==> src/design/array_linked_list_engine_macros.svh <==
// Assertion macros shared by the linked list engine modules.
// Expects i_clk and i_rst_n in the scope of each use.
`ifndef ARRAY_LINKED_LIST_ENGINE_MACROS_SVH
`define ARRAY_LINKED_LIST_ENGINE_MACROS_SVH

// same-cycle implication, held off during reset
`define ALLE_ASSERT_NOW(lbl, ante, cons, msg) \
    lbl: assert property (@(posedge i_clk) disable iff (!i_rst_n) (ante) |-> (cons)) \
        else $error(msg);

// next-cycle implication, held off during reset
`define ALLE_ASSERT_NEXT(lbl, ante, cons, msg) \
    lbl: assert property (@(posedge i_clk) disable iff (!i_rst_n) (ante) |=> (cons)) \
        else $error(msg);

`endif

==> src/design/alle_pkg.sv <==
// Package for the linked list engine: word types, codes, microword layout,
// the control store and the command dispatch table. No dependencies.
`timescale 1ns / 1ps
`default_nettype none

package alle_pkg;

    localparam int LINK_W = 7;
    localparam logic [LINK_W-1:0] NULL_LINK = 7'h7F;

    // commands
    localparam logic [1:0] CMD_APPEND = 2'd0;
    localparam logic [1:0] CMD_INSERT = 2'd1;
    localparam logic [1:0] CMD_DELETE = 2'd2;
    localparam logic [1:0] CMD_READ   = 2'd3;

    // status codes
    localparam logic [1:0] ST_OK    = 2'd0;
    localparam logic [1:0] ST_FULL  = 2'd1;
    localparam logic [1:0] ST_EMPTY = 2'd2;
    localparam logic [1:0] ST_RANGE = 2'd3;

    typedef struct packed {
        logic [1:0]        cmd;
        logic signed [31:0] item_value;
        logic [6:0]        position;
    } t_in_word;

    typedef struct packed {
        logic signed [31:0] read_value;
        logic [1:0]        status;
        logic              last_of_run;
    } t_out_word;

    // microword fields
    typedef enum logic [1:0] {J_NEXT, J_GOTO, J_SKIP, J_LOOP} t_jmode;
    typedef enum logic [2:0] {
        C_FULL, C_TNULL, C_NXTNULL, C_POS0, C_WALK_END, C_LAST
    } t_cond;
    typedef enum logic [1:0] {T_KEEP, T_HEAD, T_LINK} t_tsel;
    typedef enum logic [1:0] {WR_NONE, WR_NODE, WR_LINK} t_wr;
    typedef enum logic [1:0] {L_NULL, L_HEAD, L_RL, L_SLOT} t_lsrc;
    typedef enum logic [1:0] {H_KEEP, H_SLOT, H_RL} t_hsel;
    typedef enum logic [1:0] {E_NONE, E_STAT, E_ELEM} t_emit;

    localparam int UPC_W = 5;
    typedef logic [UPC_W-1:0] t_upc;

    typedef struct packed {
        t_jmode     jmode;
        t_cond      cond;
        t_upc       tgt;
        t_tsel      t_sel;
        logic       cnt_inc;
        logic       pv_load;
        t_wr        wr;
        logic       wa_pv;
        t_lsrc      lsrc;
        t_hsel      h_sel;
        logic       alloc_inc;
        t_emit      emit;
        logic [1:0] status;
        logic       last;
    } t_uword;

    typedef struct packed {
        logic   accept;
        logic   do_ops;
        t_uword uw;
    } t_ctl;

    typedef struct packed {
        logic full;
        logic tnull;
        logic nxtnull;
        logic pos0;
        logic walk_end;
        logic last;
        logic out_free;
    } t_flags;

    // control store addresses
    localparam t_upc U_IDLE   = 5'd0;
    localparam t_upc U_A0     = 5'd1;
    localparam t_upc U_A1     = 5'd2;
    localparam t_upc U_A2     = 5'd3;
    localparam t_upc U_ATAIL  = 5'd4;
    localparam t_upc U_ALINK  = 5'd5;
    localparam t_upc U_AHEAD  = 5'd6;
    localparam t_upc U_I0     = 5'd7;
    localparam t_upc U_I1     = 5'd8;
    localparam t_upc U_I2     = 5'd9;
    localparam t_upc U_I3     = 5'd10;
    localparam t_upc U_I4     = 5'd11;
    localparam t_upc U_I5     = 5'd12;
    localparam t_upc U_IFRONT = 5'd13;
    localparam t_upc U_D0     = 5'd14;
    localparam t_upc U_D1     = 5'd15;
    localparam t_upc U_D2     = 5'd16;
    localparam t_upc U_D3     = 5'd17;
    localparam t_upc U_D4     = 5'd18;
    localparam t_upc U_D5     = 5'd19;
    localparam t_upc U_DFRONT = 5'd20;
    localparam t_upc U_R0     = 5'd21;
    localparam t_upc U_R1     = 5'd22;
    localparam t_upc U_R2     = 5'd23;
    localparam t_upc U_EFULL  = 5'd24;
    localparam t_upc U_ERANGE = 5'd25;
    localparam t_upc U_EEMPTY = 5'd26;

    function automatic t_upc dispatch(input logic [1:0] cmd);
        t_upc a;
        case (cmd)
            CMD_APPEND: a = U_A0;
            CMD_INSERT: a = U_I0;
            CMD_DELETE: a = U_D0;
            CMD_READ:   a = U_R0;
            default:    a = U_IDLE;
        endcase
        return a;
    endfunction

    // control store; unlisted steps fall back to idle
    function automatic t_uword uw_rom(input t_upc a);
        t_uword w;
        w.jmode     = J_GOTO;
        w.cond      = C_FULL;
        w.tgt       = U_IDLE;
        w.t_sel     = T_KEEP;
        w.cnt_inc   = 1'b0;
        w.pv_load   = 1'b0;
        w.wr        = WR_NONE;
        w.wa_pv     = 1'b0;
        w.lsrc      = L_NULL;
        w.h_sel     = H_KEEP;
        w.alloc_inc = 1'b0;
        w.emit      = E_NONE;
        w.status    = ST_OK;
        w.last      = 1'b1;
        case (a)
            // append
            U_A0: begin
                w.jmode = J_SKIP; w.cond = C_FULL; w.tgt = U_EFULL;
            end
            U_A1: begin
                w.jmode = J_SKIP; w.cond = C_TNULL; w.tgt = U_AHEAD;
            end
            U_A2: begin
                w.jmode = J_LOOP; w.cond = C_NXTNULL; w.tgt = U_ATAIL;
                w.t_sel = T_LINK;
            end
            U_ATAIL: begin
                w.jmode = J_NEXT; w.wr = WR_NODE; w.lsrc = L_NULL;
            end
            U_ALINK: begin
                w.wr = WR_LINK; w.lsrc = L_SLOT; w.alloc_inc = 1'b1; w.emit = E_STAT;
            end
            U_AHEAD: begin
                w.wr = WR_NODE; w.lsrc = L_NULL; w.h_sel = H_SLOT;
                w.alloc_inc = 1'b1; w.emit = E_STAT;
            end
            // insert
            U_I0: begin
                w.jmode = J_SKIP; w.cond = C_FULL; w.tgt = U_EFULL;
            end
            U_I1: begin
                w.jmode = J_SKIP; w.cond = C_POS0; w.tgt = U_IFRONT;
            end
            U_I2: begin
                w.jmode = J_LOOP; w.cond = C_WALK_END; w.tgt = U_I3;
                w.t_sel = T_LINK; w.cnt_inc = 1'b1;
            end
            U_I3: begin
                w.jmode = J_SKIP; w.cond = C_TNULL; w.tgt = U_ERANGE;
            end
            U_I4: begin
                w.jmode = J_NEXT; w.wr = WR_NODE; w.lsrc = L_RL;
            end
            U_I5: begin
                w.wr = WR_LINK; w.lsrc = L_SLOT; w.alloc_inc = 1'b1; w.emit = E_STAT;
            end
            U_IFRONT: begin
                w.wr = WR_NODE; w.lsrc = L_HEAD; w.h_sel = H_SLOT;
                w.alloc_inc = 1'b1; w.emit = E_STAT;
            end
            // delete
            U_D0: begin
                w.jmode = J_SKIP; w.cond = C_TNULL; w.tgt = U_EEMPTY;
            end
            U_D1: begin
                w.jmode = J_SKIP; w.cond = C_POS0; w.tgt = U_DFRONT;
            end
            U_D2: begin
                w.jmode = J_LOOP; w.cond = C_WALK_END; w.tgt = U_D3;
                w.t_sel = T_LINK; w.cnt_inc = 1'b1;
            end
            U_D3: begin
                w.jmode = J_SKIP; w.cond = C_TNULL; w.tgt = U_ERANGE;
            end
            U_D4: begin
                w.jmode = J_SKIP; w.cond = C_NXTNULL; w.tgt = U_ERANGE;
                w.pv_load = 1'b1; w.t_sel = T_LINK;
            end
            U_D5: begin
                w.wr = WR_LINK; w.wa_pv = 1'b1; w.lsrc = L_RL; w.emit = E_STAT;
            end
            U_DFRONT: begin
                w.h_sel = H_RL; w.emit = E_STAT;
            end
            // read out
            U_R0: begin
                w.jmode = J_SKIP; w.cond = C_TNULL; w.tgt = U_EEMPTY;
            end
            U_R1: begin
                w.jmode = J_LOOP; w.cond = C_LAST; w.tgt = U_R2;
                w.emit = E_ELEM; w.last = 1'b0; w.t_sel = T_LINK; w.cnt_inc = 1'b1;
            end
            U_R2: begin
                w.emit = E_ELEM;
            end
            // error exits
            U_EFULL: begin
                w.emit = E_STAT; w.status = ST_FULL;
            end
            U_ERANGE: begin
                w.emit = E_STAT; w.status = ST_RANGE;
            end
            U_EEMPTY: begin
                w.emit = E_STAT; w.status = ST_EMPTY;
            end
            default: begin
                w.tgt = U_IDLE;
            end
        endcase
        return w;
    endfunction

endpackage

`default_nettype wire

==> src/design/alle_seq.sv <==
// Microcode sequencer: step counter, control store lookup, branch logic.
// Depends on alle_pkg and the assertion macro header.
`timescale 1ns / 1ps
`default_nettype none
`include "array_linked_list_engine_macros.svh"

module alle_seq
    import alle_pkg::*;
(
    input  wire logic       i_clk,
    input  wire logic       i_rst_n,
    input  wire logic       i_in_valid,
    input  wire logic [1:0] i_cmd,
    input  wire t_flags     i_flags,
    output t_ctl            o_ctl,
    output logic            o_in_stall
);

    t_upc   r_upc;
    t_upc   n_upc;
    t_uword uw;
    logic   cond_hit;
    logic   ops;

    always_comb begin
        uw = uw_rom(r_upc);
        case (uw.cond)
            C_FULL:     cond_hit = i_flags.full;
            C_TNULL:    cond_hit = i_flags.tnull;
            C_NXTNULL:  cond_hit = i_flags.nxtnull;
            C_POS0:     cond_hit = i_flags.pos0;
            C_WALK_END: cond_hit = i_flags.walk_end;
            C_LAST:     cond_hit = i_flags.last;
            default:    cond_hit = 1'b0;
        endcase

        ops   = 1'b0;
        n_upc = r_upc;
        if (r_upc == U_IDLE) begin
            if (i_in_valid) begin
                n_upc = dispatch(i_cmd);
            end
        end else begin
            case (uw.jmode)
                J_NEXT: begin
                    ops   = 1'b1;
                    n_upc = r_upc + t_upc'(1);
                end
                J_GOTO: begin
                    ops   = 1'b1;
                    n_upc = uw.tgt;
                end
                J_SKIP: begin
                    if (cond_hit) begin
                        n_upc = uw.tgt;
                    end else begin
                        ops   = 1'b1;
                        n_upc = r_upc + t_upc'(1);
                    end
                end
                J_LOOP: begin
                    if (cond_hit) begin
                        n_upc = uw.tgt;
                    end else begin
                        ops = 1'b1;
                    end
                end
                default: begin
                    n_upc = U_IDLE;
                end
            endcase
            // a result word waits for room in the output register
            if (ops && (uw.emit != E_NONE) && !i_flags.out_free) begin
                ops   = 1'b0;
                n_upc = r_upc;
            end
        end
    end

    always_ff @(posedge i_clk) begin
        if (!i_rst_n) begin
            r_upc <= U_IDLE;
        end else begin
            r_upc <= n_upc;
        end
    end

    assign o_ctl.accept = (r_upc == U_IDLE) && i_in_valid;
    assign o_ctl.do_ops = ops;
    assign o_ctl.uw     = uw;
    assign o_in_stall   = (r_upc != U_IDLE);

    `ALLE_ASSERT_NOW(a_emit_has_room, o_ctl.do_ops && (o_ctl.uw.emit != E_NONE), i_flags.out_free, "result word issued with output register blocked")
    `ALLE_ASSERT_NEXT(a_status_ends_cmd, o_ctl.do_ops && (o_ctl.uw.emit == E_STAT), r_upc == U_IDLE, "command did not finish after its status word")

endmodule

`default_nettype wire

==> src/design/alle_dp.sv <==
// Datapath: node store memories, walk pointer, head and allocation
// registers, condition flags and the output register. Depends on alle_pkg and the assertion macro header.
`timescale 1ns / 1ps
`default_nettype none
`include "array_linked_list_engine_macros.svh"

module alle_dp
    import alle_pkg::*;
#(
    parameter int DEPTH = 64
) (
    input  wire logic     i_clk,
    input  wire logic     i_rst_n,
    input  wire t_ctl     i_ctl,
    input  wire t_in_word i_in_word,
    input  wire logic     i_out_stall,
    output t_flags        o_flags,
    output logic          o_out_valid,
    output t_out_word     o_out_word
);

    localparam int IW = $clog2(DEPTH);
    localparam logic [LINK_W-1:0] DEPTH_L  = LINK_W'(DEPTH);
    localparam logic [LINK_W-1:0] LAST_CNT = LINK_W'(DEPTH - 1);

    logic [31:0]       mem_val  [DEPTH];
    logic [LINK_W-1:0] mem_link [DEPTH];

    logic [LINK_W-1:0] r_head,  n_head;
    logic [LINK_W-1:0] r_alloc, n_alloc;
    logic [LINK_W-1:0] r_t,     n_t;
    logic [LINK_W-1:0] r_cnt,   n_cnt;
    logic [LINK_W-1:0] r_pv;
    logic [LINK_W-1:0] r_pos;
    logic [31:0]       r_val;
    logic [31:0]       r_rv;
    logic [LINK_W-1:0] r_rl;
    logic              r_out_valid;
    t_out_word         r_out_word, n_out_word;

    t_uword            uw;
    logic              ops;
    logic              out_load;
    logic              we_val, we_link;
    logic [IW-1:0]     w_addr;
    logic [IW-1:0]     r_addr;
    logic [LINK_W-1:0] w_link;

    assign uw  = i_ctl.uw;
    assign ops = i_ctl.do_ops;

    always_comb begin
        n_t = r_t;
        if (i_ctl.accept) begin
            n_t = r_head;
        end else if (ops) begin
            case (uw.t_sel)
                T_HEAD:  n_t = r_head;
                T_LINK:  n_t = r_rl;
                default: n_t = r_t;
            endcase
        end

        n_cnt = r_cnt;
        if (i_ctl.accept) begin
            n_cnt = '0;
        end else if (ops && uw.cnt_inc) begin
            n_cnt = r_cnt + LINK_W'(1);
        end

        n_head = r_head;
        if (ops) begin
            case (uw.h_sel)
                H_SLOT:  n_head = r_alloc;
                H_RL:    n_head = r_rl;
                default: n_head = r_head;
            endcase
        end

        n_alloc = (ops && uw.alloc_inc) ? r_alloc + LINK_W'(1) : r_alloc;

        case (uw.lsrc)
            L_HEAD:  w_link = r_head;
            L_RL:    w_link = r_rl;
            L_SLOT:  w_link = r_alloc;
            default: w_link = NULL_LINK;
        endcase

        we_val  = ops && (uw.wr == WR_NODE);
        we_link = ops && (uw.wr != WR_NONE);
        if (uw.wr == WR_NODE) begin
            w_addr = r_alloc[IW-1:0];
        end else if (uw.wa_pv) begin
            w_addr = r_pv[IW-1:0];
        end else begin
            w_addr = r_t[IW-1:0];
        end

        out_load   = ops && (uw.emit != E_NONE);
        n_out_word = r_out_word;
        case (uw.emit)
            E_STAT: begin
                n_out_word.read_value  = '0;
                n_out_word.status      = uw.status;
                n_out_word.last_of_run = 1'b1;
            end
            E_ELEM: begin
                n_out_word.read_value  = $signed(r_rv);
                n_out_word.status      = ST_OK;
                n_out_word.last_of_run = uw.last;
            end
            default: begin
                n_out_word = r_out_word;
            end
        endcase
    end

    // read port follows the next walk pointer, so r_rv/r_rl hold the node that r_t
    // points at, as it stood before any write in the same cycle
    assign r_addr = n_t[IW-1:0];

    always_ff @(posedge i_clk) begin
        if (we_val) begin
            mem_val[w_addr] <= r_val;
        end
        if (we_link) begin
            mem_link[w_addr] <= w_link;
        end
        r_rv <= mem_val[r_addr];
        r_rl <= mem_link[r_addr];
    end

    always_ff @(posedge i_clk) begin
        if (!i_rst_n) begin
            r_head      <= NULL_LINK;
            r_alloc     <= '0;
            r_out_valid <= 1'b0;
        end else begin
            r_head  <= n_head;
            r_alloc <= n_alloc;
            if (out_load) begin
                r_out_valid <= 1'b1;
            end else if (!i_out_stall) begin
                r_out_valid <= 1'b0;
            end
        end
    end

    always_ff @(posedge i_clk) begin
        r_t   <= n_t;
        r_cnt <= n_cnt;
        // output word only changes when a new word is issued
        if (out_load) begin
            r_out_word <= n_out_word;
        end
        if (ops && uw.pv_load) begin
            r_pv <= r_t;
        end
        if (i_ctl.accept) begin
            r_val <= i_in_word.item_value;
            r_pos <= i_in_word.position;
        end
    end

    assign o_flags.full     = (r_alloc >= DEPTH_L);
    assign o_flags.tnull    = (r_t >= DEPTH_L);
    assign o_flags.nxtnull  = (r_rl >= DEPTH_L);
    assign o_flags.pos0     = (r_pos == '0);
    assign o_flags.walk_end = (r_t >= DEPTH_L) || ((r_cnt + LINK_W'(1)) == r_pos);
    assign o_flags.last     = (r_rl >= DEPTH_L) || (r_cnt == LAST_CNT);
    assign o_flags.out_free = !r_out_valid || !i_out_stall;

    assign o_out_valid = r_out_valid;
    assign o_out_word  = r_out_word;

    `ALLE_ASSERT_NOW(a_no_alloc_when_full, ops && uw.alloc_inc, r_alloc < DEPTH_L, "slot allocated from a full store")
    `ALLE_ASSERT_NOW(a_head_in_range, 1'b1, (r_head < DEPTH_L) || (r_head == NULL_LINK), "head points outside the store")

endmodule

`default_nettype wire

==> src/design/array_linked_list_engine.sv <==
// Linked list engine. A command word is taken only while no command is in flight;
// a walk advances one link/cycle, but a read out walk waits while the output is held.
// Next command word is taken the cycle after the last result enters the output register.
// Synchronous active-low reset empties the list; store contents stay undefined.
`timescale 1ns / 1ps
`default_nettype none

// Top level. Ties the microcode sequencer to the node store datapath.
// Depends on alle_pkg, alle_seq and alle_dp.
//
// Commands: append, insert at position, delete at position, read out.
// Slots come from a rising allocation count and are never reused, so the
// store reports full after DEPTH allocations no matter how many deletes.
//
// Steps after the accept, for each outcome:
//   - full / empty errors: a condition check, then the status word
//   - range errors: the status word follows the walk
//   - append to an empty list or insert at the front: checks, then one write that emits the status
//   - append: walk to the tail, write the new node, link it in; insert: walk, range check, write, link
//   - read out: one word per node in list order, one per cycle while the output
//     register has room, with an idle step before the last word;
//     the walk shares the single read port of the node store
// The input is stalled whenever a command is in flight; an output word
// that the consumer stalls only holds the sequencer on its next emit.

module array_linked_list_engine
    import alle_pkg::*;
#(
    parameter int DEPTH = 64
) (
    input  wire logic     i_clk,
    input  wire logic     i_rst_n,
    // command words
    input  wire logic     i_in_valid,
    output logic          o_in_stall,
    input  wire t_in_word i_in_word,
    // result words
    output logic          o_out_valid,
    input  wire logic     i_out_stall,
    output t_out_word     o_out_word
);

    t_ctl   ctl;    // decoded microword plus accept/issue strobes
    t_flags flags;  // branch conditions back from the datapath

    // sequencer: step counter and control store
    alle_seq u_seq (
        .i_clk      (i_clk),
        .i_rst_n    (i_rst_n),
        .i_in_valid (i_in_valid),
        .i_cmd      (i_in_word.cmd),
        .i_flags    (flags),
        .o_ctl      (ctl),
        .o_in_stall (o_in_stall)
    );

    // datapath: node store, walk pointer, head, allocation count, output
    alle_dp #(
        .DEPTH (DEPTH)
    ) u_dp (
        .i_clk       (i_clk),
        .i_rst_n     (i_rst_n),
        .i_ctl       (ctl),
        .i_in_word   (i_in_word),
        .i_out_stall (i_out_stall),
        .o_flags     (flags),
        .o_out_valid (o_out_valid),
        .o_out_word  (o_out_word)
    );

endmodule

`default_nettype wire
==> config.mk <==
export PLATFORM = sky130hd
export DESIGN_NAME = array_linked_list_engine
export DESIGN_NICKNAME = d
export VERILOG_FILES = /design/src/design/alle_pkg.sv /design/src/design/alle_seq.sv /design/src/design/alle_dp.sv /design/src/design/array_linked_list_engine.sv
export VERILOG_INCLUDE_DIRS = /design/src /design/src/design
export SDC_FILE = /design/constraint.sdc
export NUM_CORES = 2
export LEC_CHECK = 0
export BUFFER_PORTS_ARGS = -buffer_cell sky130_fd_sc_hd__buf_4
export CORE_MARGIN = 1
export CORE_UTILIZATION = 40
export CTS_CLUSTER_SIZE = 30
export DETAILED_ROUTE_END_ITERATION = 7
export PLACE_DENSITY = 0.57
export SLEW_MARGIN = 25
export SYNTH_ARGS = -nofsm -noshare
export SYNTH_HDL_FRONTEND = slang
export SYNTH_SLANG_ARGS = --single-unit
==> constraint.sdc <==
create_clock -name i_clk -period 5.5 [get_ports i_clk]
set_clock_uncertainty 0.1 [all_clocks]
set_input_delay 1.375 -clock i_clk [delete_from_list [all_inputs] [get_ports i_clk]]
set_output_delay 1.375 -clock i_clk [all_outputs]
set_load 0.005 [all_outputs]
# [Word level (Yosys, flattened, before mapping)]
# Memories as Yosys holds them, arrays and structs flattened. A register that Yosys moved wholly into a read port is not among the register bits.
# Cells that the tools add are included.
[word_totals] ff_bits=114 ram_bits=2496 in_bits=45 out_inout_bits=37 word_cells=168 mem_count=2
[op_classes] add_sub_neg=3 magnitude_cmp=3 eq_ne=53 mux=41 n_reduce_logical=53
[mem_list] name="u_dp.mem_val" words=64 width=32 rd=1 rd_clocked_by_memory_dff=1 write_ports=1 line="alle_dp.sv:26" rtl="logic [31:0] mem_val [DEPTH];"
[mem_list] name="u_dp.mem_link" words=64 width=7 rd=1 rd_clocked_by_memory_dff=1 write_ports=1 line="alle_dp.sv:27" rtl="logic [LINK_W-1:0] mem_link [DEPTH];"
[op_table] cell="35-bit case mux with 2 select lines" count=1
[op_table] cell="5-bit equality test, second input constant" count=11
[op_table] cell="5-bit case mux with 10 select lines" count=1
[op_table] cell="5-bit by 4-bit equality test with 1-bit output, second input constant" count=8
[op_table] cell="5-bit case mux with 4 select lines" count=2
[op_table] cell="7-bit case mux with 2 select lines" count=2
[op_table] cell="5-bit 2-to-1 mux" count=5
[op_table] cell="2-bit OR reduction" count=12
[op_table] cell="7-bit >= comparator, second input constant" count=3
[op_table] cell="7-bit case mux with 3 select lines" count=1
[op_table] cell="5-bit by 3-bit equality test with 1-bit output, second input constant" count=4
[op_table] cell="2-bit equality test, second input constant" count=9
[op_table] cell="2-bit case mux with 3 select lines" count=3
[op_table] cell="1-bit 2-to-1 mux" count=15
[op_table] cell="3-bit case mux with 5 select lines" count=1
[op_table] cell="7-bit by 1-bit adder with 7-bit output, second input constant" count=2
[op_table] cell="2-bit by 1-bit equality test with 1-bit output, second input constant" count=7
[op_table] cell="7-bit 2-to-1 mux" count=2
[op_table] cell="6-bit 2-to-1 mux" count=2
[op_table] cell="2-bit case mux with 2 select lines" count=3
[op_table] cell="4-bit OR reduction" count=3
[op_table] cell="5-bit by 2-bit equality test with 1-bit output, second input constant" count=2
[op_table] cell="2-bit nonzero test" count=5
[op_table] cell="10-bit OR reduction" count=1
[op_table] cell="27 further kinds" count=48

# [Depth between registers and ports, before layout]
[depth] depth_word=15 ltp_mapped=23

# [Hierarchy]
# A second synthesis with hierarchy kept.
[hier_totals] cells_unflattened=7483 area_unflattened_um2=106385.8
[by_module_without_submodules] module="alle_dp" instances=1 cells_per_inst=7307 area_per_inst_um2=105169.6 seq_area_each_um2=78725.5
[by_module_without_submodules] module="alle_seq" instances=1 cells_per_inst=176 area_per_inst_um2=1216.2 seq_area_each_um2=100.1

# [Worst setup path before layout]
# No wires, ideal clock.
[synth_path] kind="register to register" from="reg u_seq.r_upc[0]" to="reg u_dp.r_out_word, in the netlist u_dp.o_out_word[0] (enable)" setup_ps=471 arrival_time_ps=4814 required_ps=4929 slack_ps=115 stages_incl_launch_ff=12 path_buffers=1 cell_sequence="dfxtp_1 -> inv_1 -> ha_1 -> clkbuf_1 -> o311ai_0 -> nand2_1 -> a2111oi_0 -> ha_1 -> nor2_1 -> nor2_1 -> nand2_1 -> nor3_1"
[synth_between] elab_chain_cells=14 elab_cells_between_ends=65
[synth_lines] element="from (decl)" line="alle_seq.sv:19" rtl="t_upc r_upc;"
[synth_lines] element="from (signal assigned)" line="alle_seq.sv:84" rtl="r_upc <= n_upc;"
[synth_lines] element="5-bit by 2-bit equality test with 1-bit output (tied with other cells)" line="alle_pkg.sv:140" rtl="case (a)"
[synth_lines] element="5-bit OR reduction (no line) or 2-bit OR reduction (tied branches)"
[synth_lines] element="3-bit case mux with 5 select lines" line="alle_pkg.sv:140"
[synth_lines] element="3-bit equality test (tied with other cells)" line="alle_seq.sv:27" rtl="case (uw.cond)"
[synth_lines] element="1-bit case mux with 6 select lines" line="alle_seq.sv:27"
[synth_lines] element="1-bit 2-to-1 mux" line="alle_seq.sv:54, alle_seq.sv:62"
[synth_lines] element="1-bit case mux with 2 select lines" line="alle_seq.sv:44" rtl="case (uw.jmode)"
[synth_lines] element="1-bit 2-to-1 mux" line="alle_seq.sv:39" rtl="if (r_upc == U_IDLE) begin"
[synth_lines] element="1-bit logical AND (2 in series)" line="alle_seq.sv:73" rtl="if (ops && (uw.emit != E_NONE) && !i_flags.out_free) begin"
[synth_lines] element="1-bit 2-to-1 mux" line="alle_seq.sv:73"
[synth_lines] element="1-bit 2-to-1 mux" line="alle_seq.sv:39"
[synth_lines] element="1-bit logical AND" line="alle_dp.sv:99" rtl="out_load = ops && (uw.emit != E_NONE);"
[synth_lines] element="2-bit AND reduction (no line) *"
[synth_lines] element="to (signal assigned)" line="alle_dp.sv:154" rtl="r_out_word <= n_out_word;"
[synth_lines] element="to (decl)" line="alle_dp.sv:39" rtl="t_out_word r_out_word, n_out_word;"
# Every way passes the cells marked *; elsewhere a longest branch is shown, timed or not. The select of a mux whose other input is x is not followed.
# A chain may end at the register's enable or synchronous reset.

# [Final worst setup path]
[layout_path] from="reg u_seq.r_upc[0]" to="reg u_dp.r_rl[5] (read register of u_dp.mem_link)"
[layout_between] elab_chain_cells=14 elab_cells_between_ends=68
[layout_lines] element="5-bit by 2-bit equality test with 1-bit output (tied with other cells)" line="alle_pkg.sv:140"
[layout_lines] element="5-bit OR reduction (no line) or 2-bit OR reduction (tied branches)"
[layout_lines] element="3-bit case mux with 5 select lines" line="alle_pkg.sv:140"
[layout_lines] element="3-bit equality test (tied with other cells)" line="alle_seq.sv:27"
[layout_lines] element="1-bit case mux with 6 select lines" line="alle_seq.sv:27"
[layout_lines] element="1-bit 2-to-1 mux" line="alle_seq.sv:54, alle_seq.sv:62"
[layout_lines] element="1-bit case mux with 2 select lines" line="alle_seq.sv:44"
[layout_lines] element="1-bit 2-to-1 mux" line="alle_seq.sv:39"
[layout_lines] element="1-bit logical AND (2 in series)" line="alle_seq.sv:73"
[layout_lines] element="1-bit 2-to-1 mux" line="alle_seq.sv:73"
[layout_lines] element="1-bit 2-to-1 mux" line="alle_seq.sv:39"
[layout_lines] element="7-bit 2-to-1 mux" line="alle_dp.sv:56" rtl="end else if (ops) begin"
[layout_lines] element="7-bit 2-to-1 mux *" line="alle_dp.sv:54" rtl="if (i_ctl.accept) begin"
[layout_lines] element="to (decl)" line="alle_dp.sv:37" rtl="logic [LINK_W-1:0] r_rl;"
# Marked as above.

==> out/qor.log <==
qor: sta.final_min_period_over_clock_period 0.974
qor: finish.fillerInstances 21878
qor: clock_tree.cts_htree_levels 5
qor: logic_synthesis.synth.top_cells.by_area sky130_fd_sc_hd__edfxtp_1 74%, sky130_fd_sc_hd__nand2_1 5.3%, sky130_fd_sc_hd__mux2i_1 4.0%, sky130_fd_sc_hd__a32oi_1 3.3%, sky130_fd_sc_hd__nand3_1 2.2%
qor: logic_synthesis.postSynth.asyncResetShare 0
qor: logic_synthesis.synth-edff-count 2577
qor: logic_synthesis.yosys.area.top_type_share 0.744
qor: critical_path.critical_path.top_delay_family compound AO/OA/AOI/OAI gates
qor: grt.largest_net_degree_at_the_start_of_global_routing 136
qor: clock_tree.ctsRootBufferMaster sky130_fd_sc_hd__clkbuf_16
qor: critical_path.worstPathBufferInverterCount 8
qor: clock_tree.cts_tree done
qor: place.gp_congestion 0.832
qor: sta.final_max_slew_viol_count 0
qor: critical_path.reg2reg_depth 24
qor: power.static-leakage-power 40.6 nW
qor: drt.post_drt_via_cell_ratio 5.85
qor: clock_tree.clock_sink_total 2649
qor: drt.detail-route-antenna-nets 0
qor: logic_synthesis.syn_area_per_cell 14.9 sq um
qor: clock_tree.ctsLongestPathBuffers 4
qor: drt.drt_pass1_iterations 6
qor: critical_path.worst_path_largest_cell_delay 0.66 ns
qor: sta.unrepaired_setup_endpoints_after_global_routing true
qor: logic_synthesis.netlist_instances 7001
qor: clock_tree.insertion_delay 0.91 ns
qor: place.placement.cell_area 0.113 sq mm
qor: floorplan.row_count 186
qor: logic_synthesis.ys_seq_area_frac 0.758
qor: critical_path.slowest_library_cell_on_the_worst_path sky130_fd_sc_hd__a2111oi_0
qor: finish.area_growth_syn_to_layout 17.8%
qor: finish.final_cell_count_no_fill 11052
qor: logic_synthesis.post-synth-top-area-cell sky130_fd_sc_hd__edfxtp_1
qor: floorplan.fp.dieArea 0.262 sq mm
qor: logic_synthesis.synth_seq_cells 2649
qor: critical_path.crit_path_frequent_cell sky130_fd_sc_hd__buf_4
qor: logic_synthesis.post_synth_top_cells 2577 x sky130_fd_sc_hd__edfxtp_1, 1467 x sky130_fd_sc_hd__nand2_1, 451 x sky130_fd_sc_hd__nand3_1, 414 x sky130_fd_sc_hd__mux2i_1, 392 x sky130_fd_sc_hd__a32oi_1
qor: sta.peak_clock_frequency_supported_by_timing 187 MHz
qor: critical_path.critical_path_class reg -> reg
qor: critical_path.cp.depth 24
qor: drt.wl_per_cell 27.9 um
qor: sta.slew_at_the_pin_closest_to_its_max_slew_limit 1.09 ns
qor: min_path.hold_class reg -> reg
qor: drt.via_count 64702
qor: power.power-per-cell-area 665 mW/mm^2
qor: logic_synthesis.post_synth_num_cell_types 88
qor: floorplan.coreArea 0.258 sq mm
qor: grt.grt_pass1_wl 441 mm
qor: floorplan.die_x 512 um
qor: sta.holdWs 0.366 ns
qor: critical_path.path_cells inv_1 -> ha_1 -> buf_4 -> nor2b_1 -> nand2_1 -> nand2_1 -> a2111oi_4 -> buf_4 -> ha_1 -> nor2_1 -> a211oi_4 -> o21ai_1 -> a41oi_2 -> and2_4 -> inv_16 -> buf_12 -> buf_4 -> a2111oi_0 -> nor4b_1 -> buf_4 -> a31oi_1 -> buf_4 -> a22oi_1 -> and3_1
qor: grt.grt-ovfl-total 0
qor: place.dp_hpwl 177 mm
qor: min_path.hold_path_depth 0
qor: finish.final_nets 7494
qor: drt.routed_wl 309 mm
qor: grt.antenna_found_initial 24
qor: flow_run.max-cap-violations 0
qor: sta.fin_setup_tns 0 ns
qor: grt.grt_util_all_layers 0.229
qor: power.peakVddDrop 0.697 mV
qor: grt.grt_pass1_vias 61918
qor: clock_tree.cts_inserted_buffers 296
qor: sta.timing.final.setup_violations 0
qor: place.placedCellCount 10496
qor: critical_path.crit_fanout 28
qor: floorplan.die_height 512 um
qor: drt.initialDrtViolationCount 7683
qor: run_status.run_status finished, final reports clean
qor: clock_tree.clk_transition_reported_paths 0.06 ns
qor: drt.remaining_drc_errors 0
qor: logic_synthesis.post_synth_instance_area 0.104 sq mm
qor: sta.final_hold_violation_count 0
qor: sta.slew_headroom 0.276
qor: clock_tree.cts_hold_buffers 0
qor: sta.fin_crit 5.35 ns
qor: finish.post_route_design_area 0.123 sq mm
qor: logic_synthesis.postSynthNetCount 7061
qor: critical_path.worst_setup_path_end_kind register
qor: floorplan.start_util 0.404
qor: place.buffer_ports.inserted 81
qor: floorplan.i_o_pin_count 82
qor: finish.share_of_final_layout_standard_cells_stronger_than_drive_strength_1 0.153
qor: critical_path.crit_required 6.21 ns
qor: logic_synthesis.most_used_standard_cell_by_instance_count_after_synthesis sky130_fd_sc_hd__edfxtp_1
qor: critical_path.crit_path_start_kind register
qor: logic_synthesis.synth_ff_type sky130_fd_sc_hd__edfxtp_1
qor: finish.finish.utilization 0.476
qor: logic_synthesis.yosysWarnings 0
qor: critical_path.cp.arrival 6.06 ns
-- placed cells by master (no fill, tap or decap), drive strengths merged, types with 50 or more instances in the layout --
cell type,instances
dfxtp,72
o21ai,69
nand3,451
a31oi,157
clkinv,106
a32oi,392
clkbuf,381
edfxtp,2577
mux2i,415
buf,610
nand2,1468
nor2,200
nand4,71
a22oi,50
a2111oi,115
and3,168
-- repair_timing --
action | CTS | global route
cloned | 0 | 8
endpoints found under the setup margin | 20 | 39
pin swaps | 5 | 11
setup buffers | 2 | 14
resized for setup | 19 | 52
-- path summary, 6_finish.rpt --
path	slack, ns	start	endpoint
worst max-delay path	0.15	u_seq.r_upc[0]	u_dp.r_rl[5]
worst min-delay path	0.37	u_dp.r_val[7]	u_dp.mem_val[39][7]
worst max register to register	0.15	u_seq.r_upc[0]	u_dp.r_rl[5]
worst min register to register	0.37	u_dp.r_val[7]	u_dp.mem_val[39][7]
-- per-layer routing --
| layer | up-vias | routed length (um) | global-route usage |
|---|---|---|---|
| met4 | 6 | 10600 | 0.0839 |
| li1 | 28005 | - | - |
| met2 | 2889 | 144000 | 0.360 |
| met1 | 33296 | 130000 | 0.321 |
| met5 | - | 37 | 0 |
| met3 | 506 | 24300 | 0.0357 |
-- worst register-to-register path, cell delays in order (launching register included) --
cell,delay (ns)
sky130_fd_sc_hd__dfxtp_4,0.38
sky130_fd_sc_hd__inv_1,0.06
sky130_fd_sc_hd__ha_1,0.21
sky130_fd_sc_hd__buf_4,0.17
sky130_fd_sc_hd__nor2b_1,0.14
sky130_fd_sc_hd__nand2_1,0.11
sky130_fd_sc_hd__nand2_1,0.10
sky130_fd_sc_hd__a2111oi_4,0.36
sky130_fd_sc_hd__buf_4,0.17
sky130_fd_sc_hd__ha_1,0.15
sky130_fd_sc_hd__nor2_1,0.10
sky130_fd_sc_hd__a211oi_4,0.36
sky130_fd_sc_hd__o21ai_1,0.15
sky130_fd_sc_hd__a41oi_2,0.21
sky130_fd_sc_hd__and2_4,0.33
sky130_fd_sc_hd__inv_16,0.11
sky130_fd_sc_hd__buf_12,0.20
sky130_fd_sc_hd__buf_4,0.27
sky130_fd_sc_hd__a2111oi_0,0.66
sky130_fd_sc_hd__nor4b_1,0.14
sky130_fd_sc_hd__buf_4,0.18
sky130_fd_sc_hd__a31oi_1,0.19
sky130_fd_sc_hd__buf_4,0.18
sky130_fd_sc_hd__a22oi_1,0.06
sky130_fd_sc_hd__and3_1,0.18
-- kinds of logic (layout without fill, tap and decap cells) --
logic type	Yosys count	in the layout	share of synthesized area
AOI/OAI and AO/OA	912	912	0.0696
buffers and inverters	510	1153	0.0240
other	0	23	0
DFF	2649	2649	0.758
and+or+nand+nor	2476	2477	0.105
muxes	416	416	0.0401
xor gates and xnor gates	23	23	0.00194
adders and majority gates	15	15	0.00180
-- where the power goes --
part           total [W]  internal, W  switching, W
logic             0.0390       0.0135        0.0255
clock network     0.0187       0.0109       0.00776
registers         0.0239       0.0235      0.000387
total             0.0816       0.0480        0.0336
-- final cells by class --
type / instances / area, sq um / share of cell area
Antenna cell: 23 / 57.6 / 0.000469
Clock buffer: 374 / 7930 / 0.0647
Clock inverter: 135 / 1090 / 0.00893
Inverter: 27 / 140 / 0.00114
Multi-Input combinational cell: 3843 / 23600 / 0.192
Sequential cell: 2649 / 78800 / 0.643
Tap cell: 3384 / 4230 / 0.0345
Timing Repair Buffer: 617 / 6750 / 0.0551
-- metrics by stage --
stage | total power [W] | worst slack [ns]
global placement | 0.0614 | -0.658
floorplan | 0.0447 | 0.115
finish | 0.0816 | 0.145
global route | 0.0847 | -0.0476
CTS | 0.0806 | -0.0136
detailed placement | 0.0617 | -0.513
-- registers in the layout, summed over array words and instances, names as in the netlist --
name              cells
u_dp.r_rl             7
u_dp.r_val           32
u_seq.r_upc           5
u_dp.o_out_word      35
u_dp.r_cnt            7
u_dp.mem_val       2048
u_dp.r_pv             6
u_dp.r_alloc          7
u_dp.o_out_valid      1
u_dp.mem_link       448
u_dp.r_head           7
u_dp.r_pos            7
u_dp.r_t              7
u_dp.r_rv            32
(Power assumes the default switching activity.)
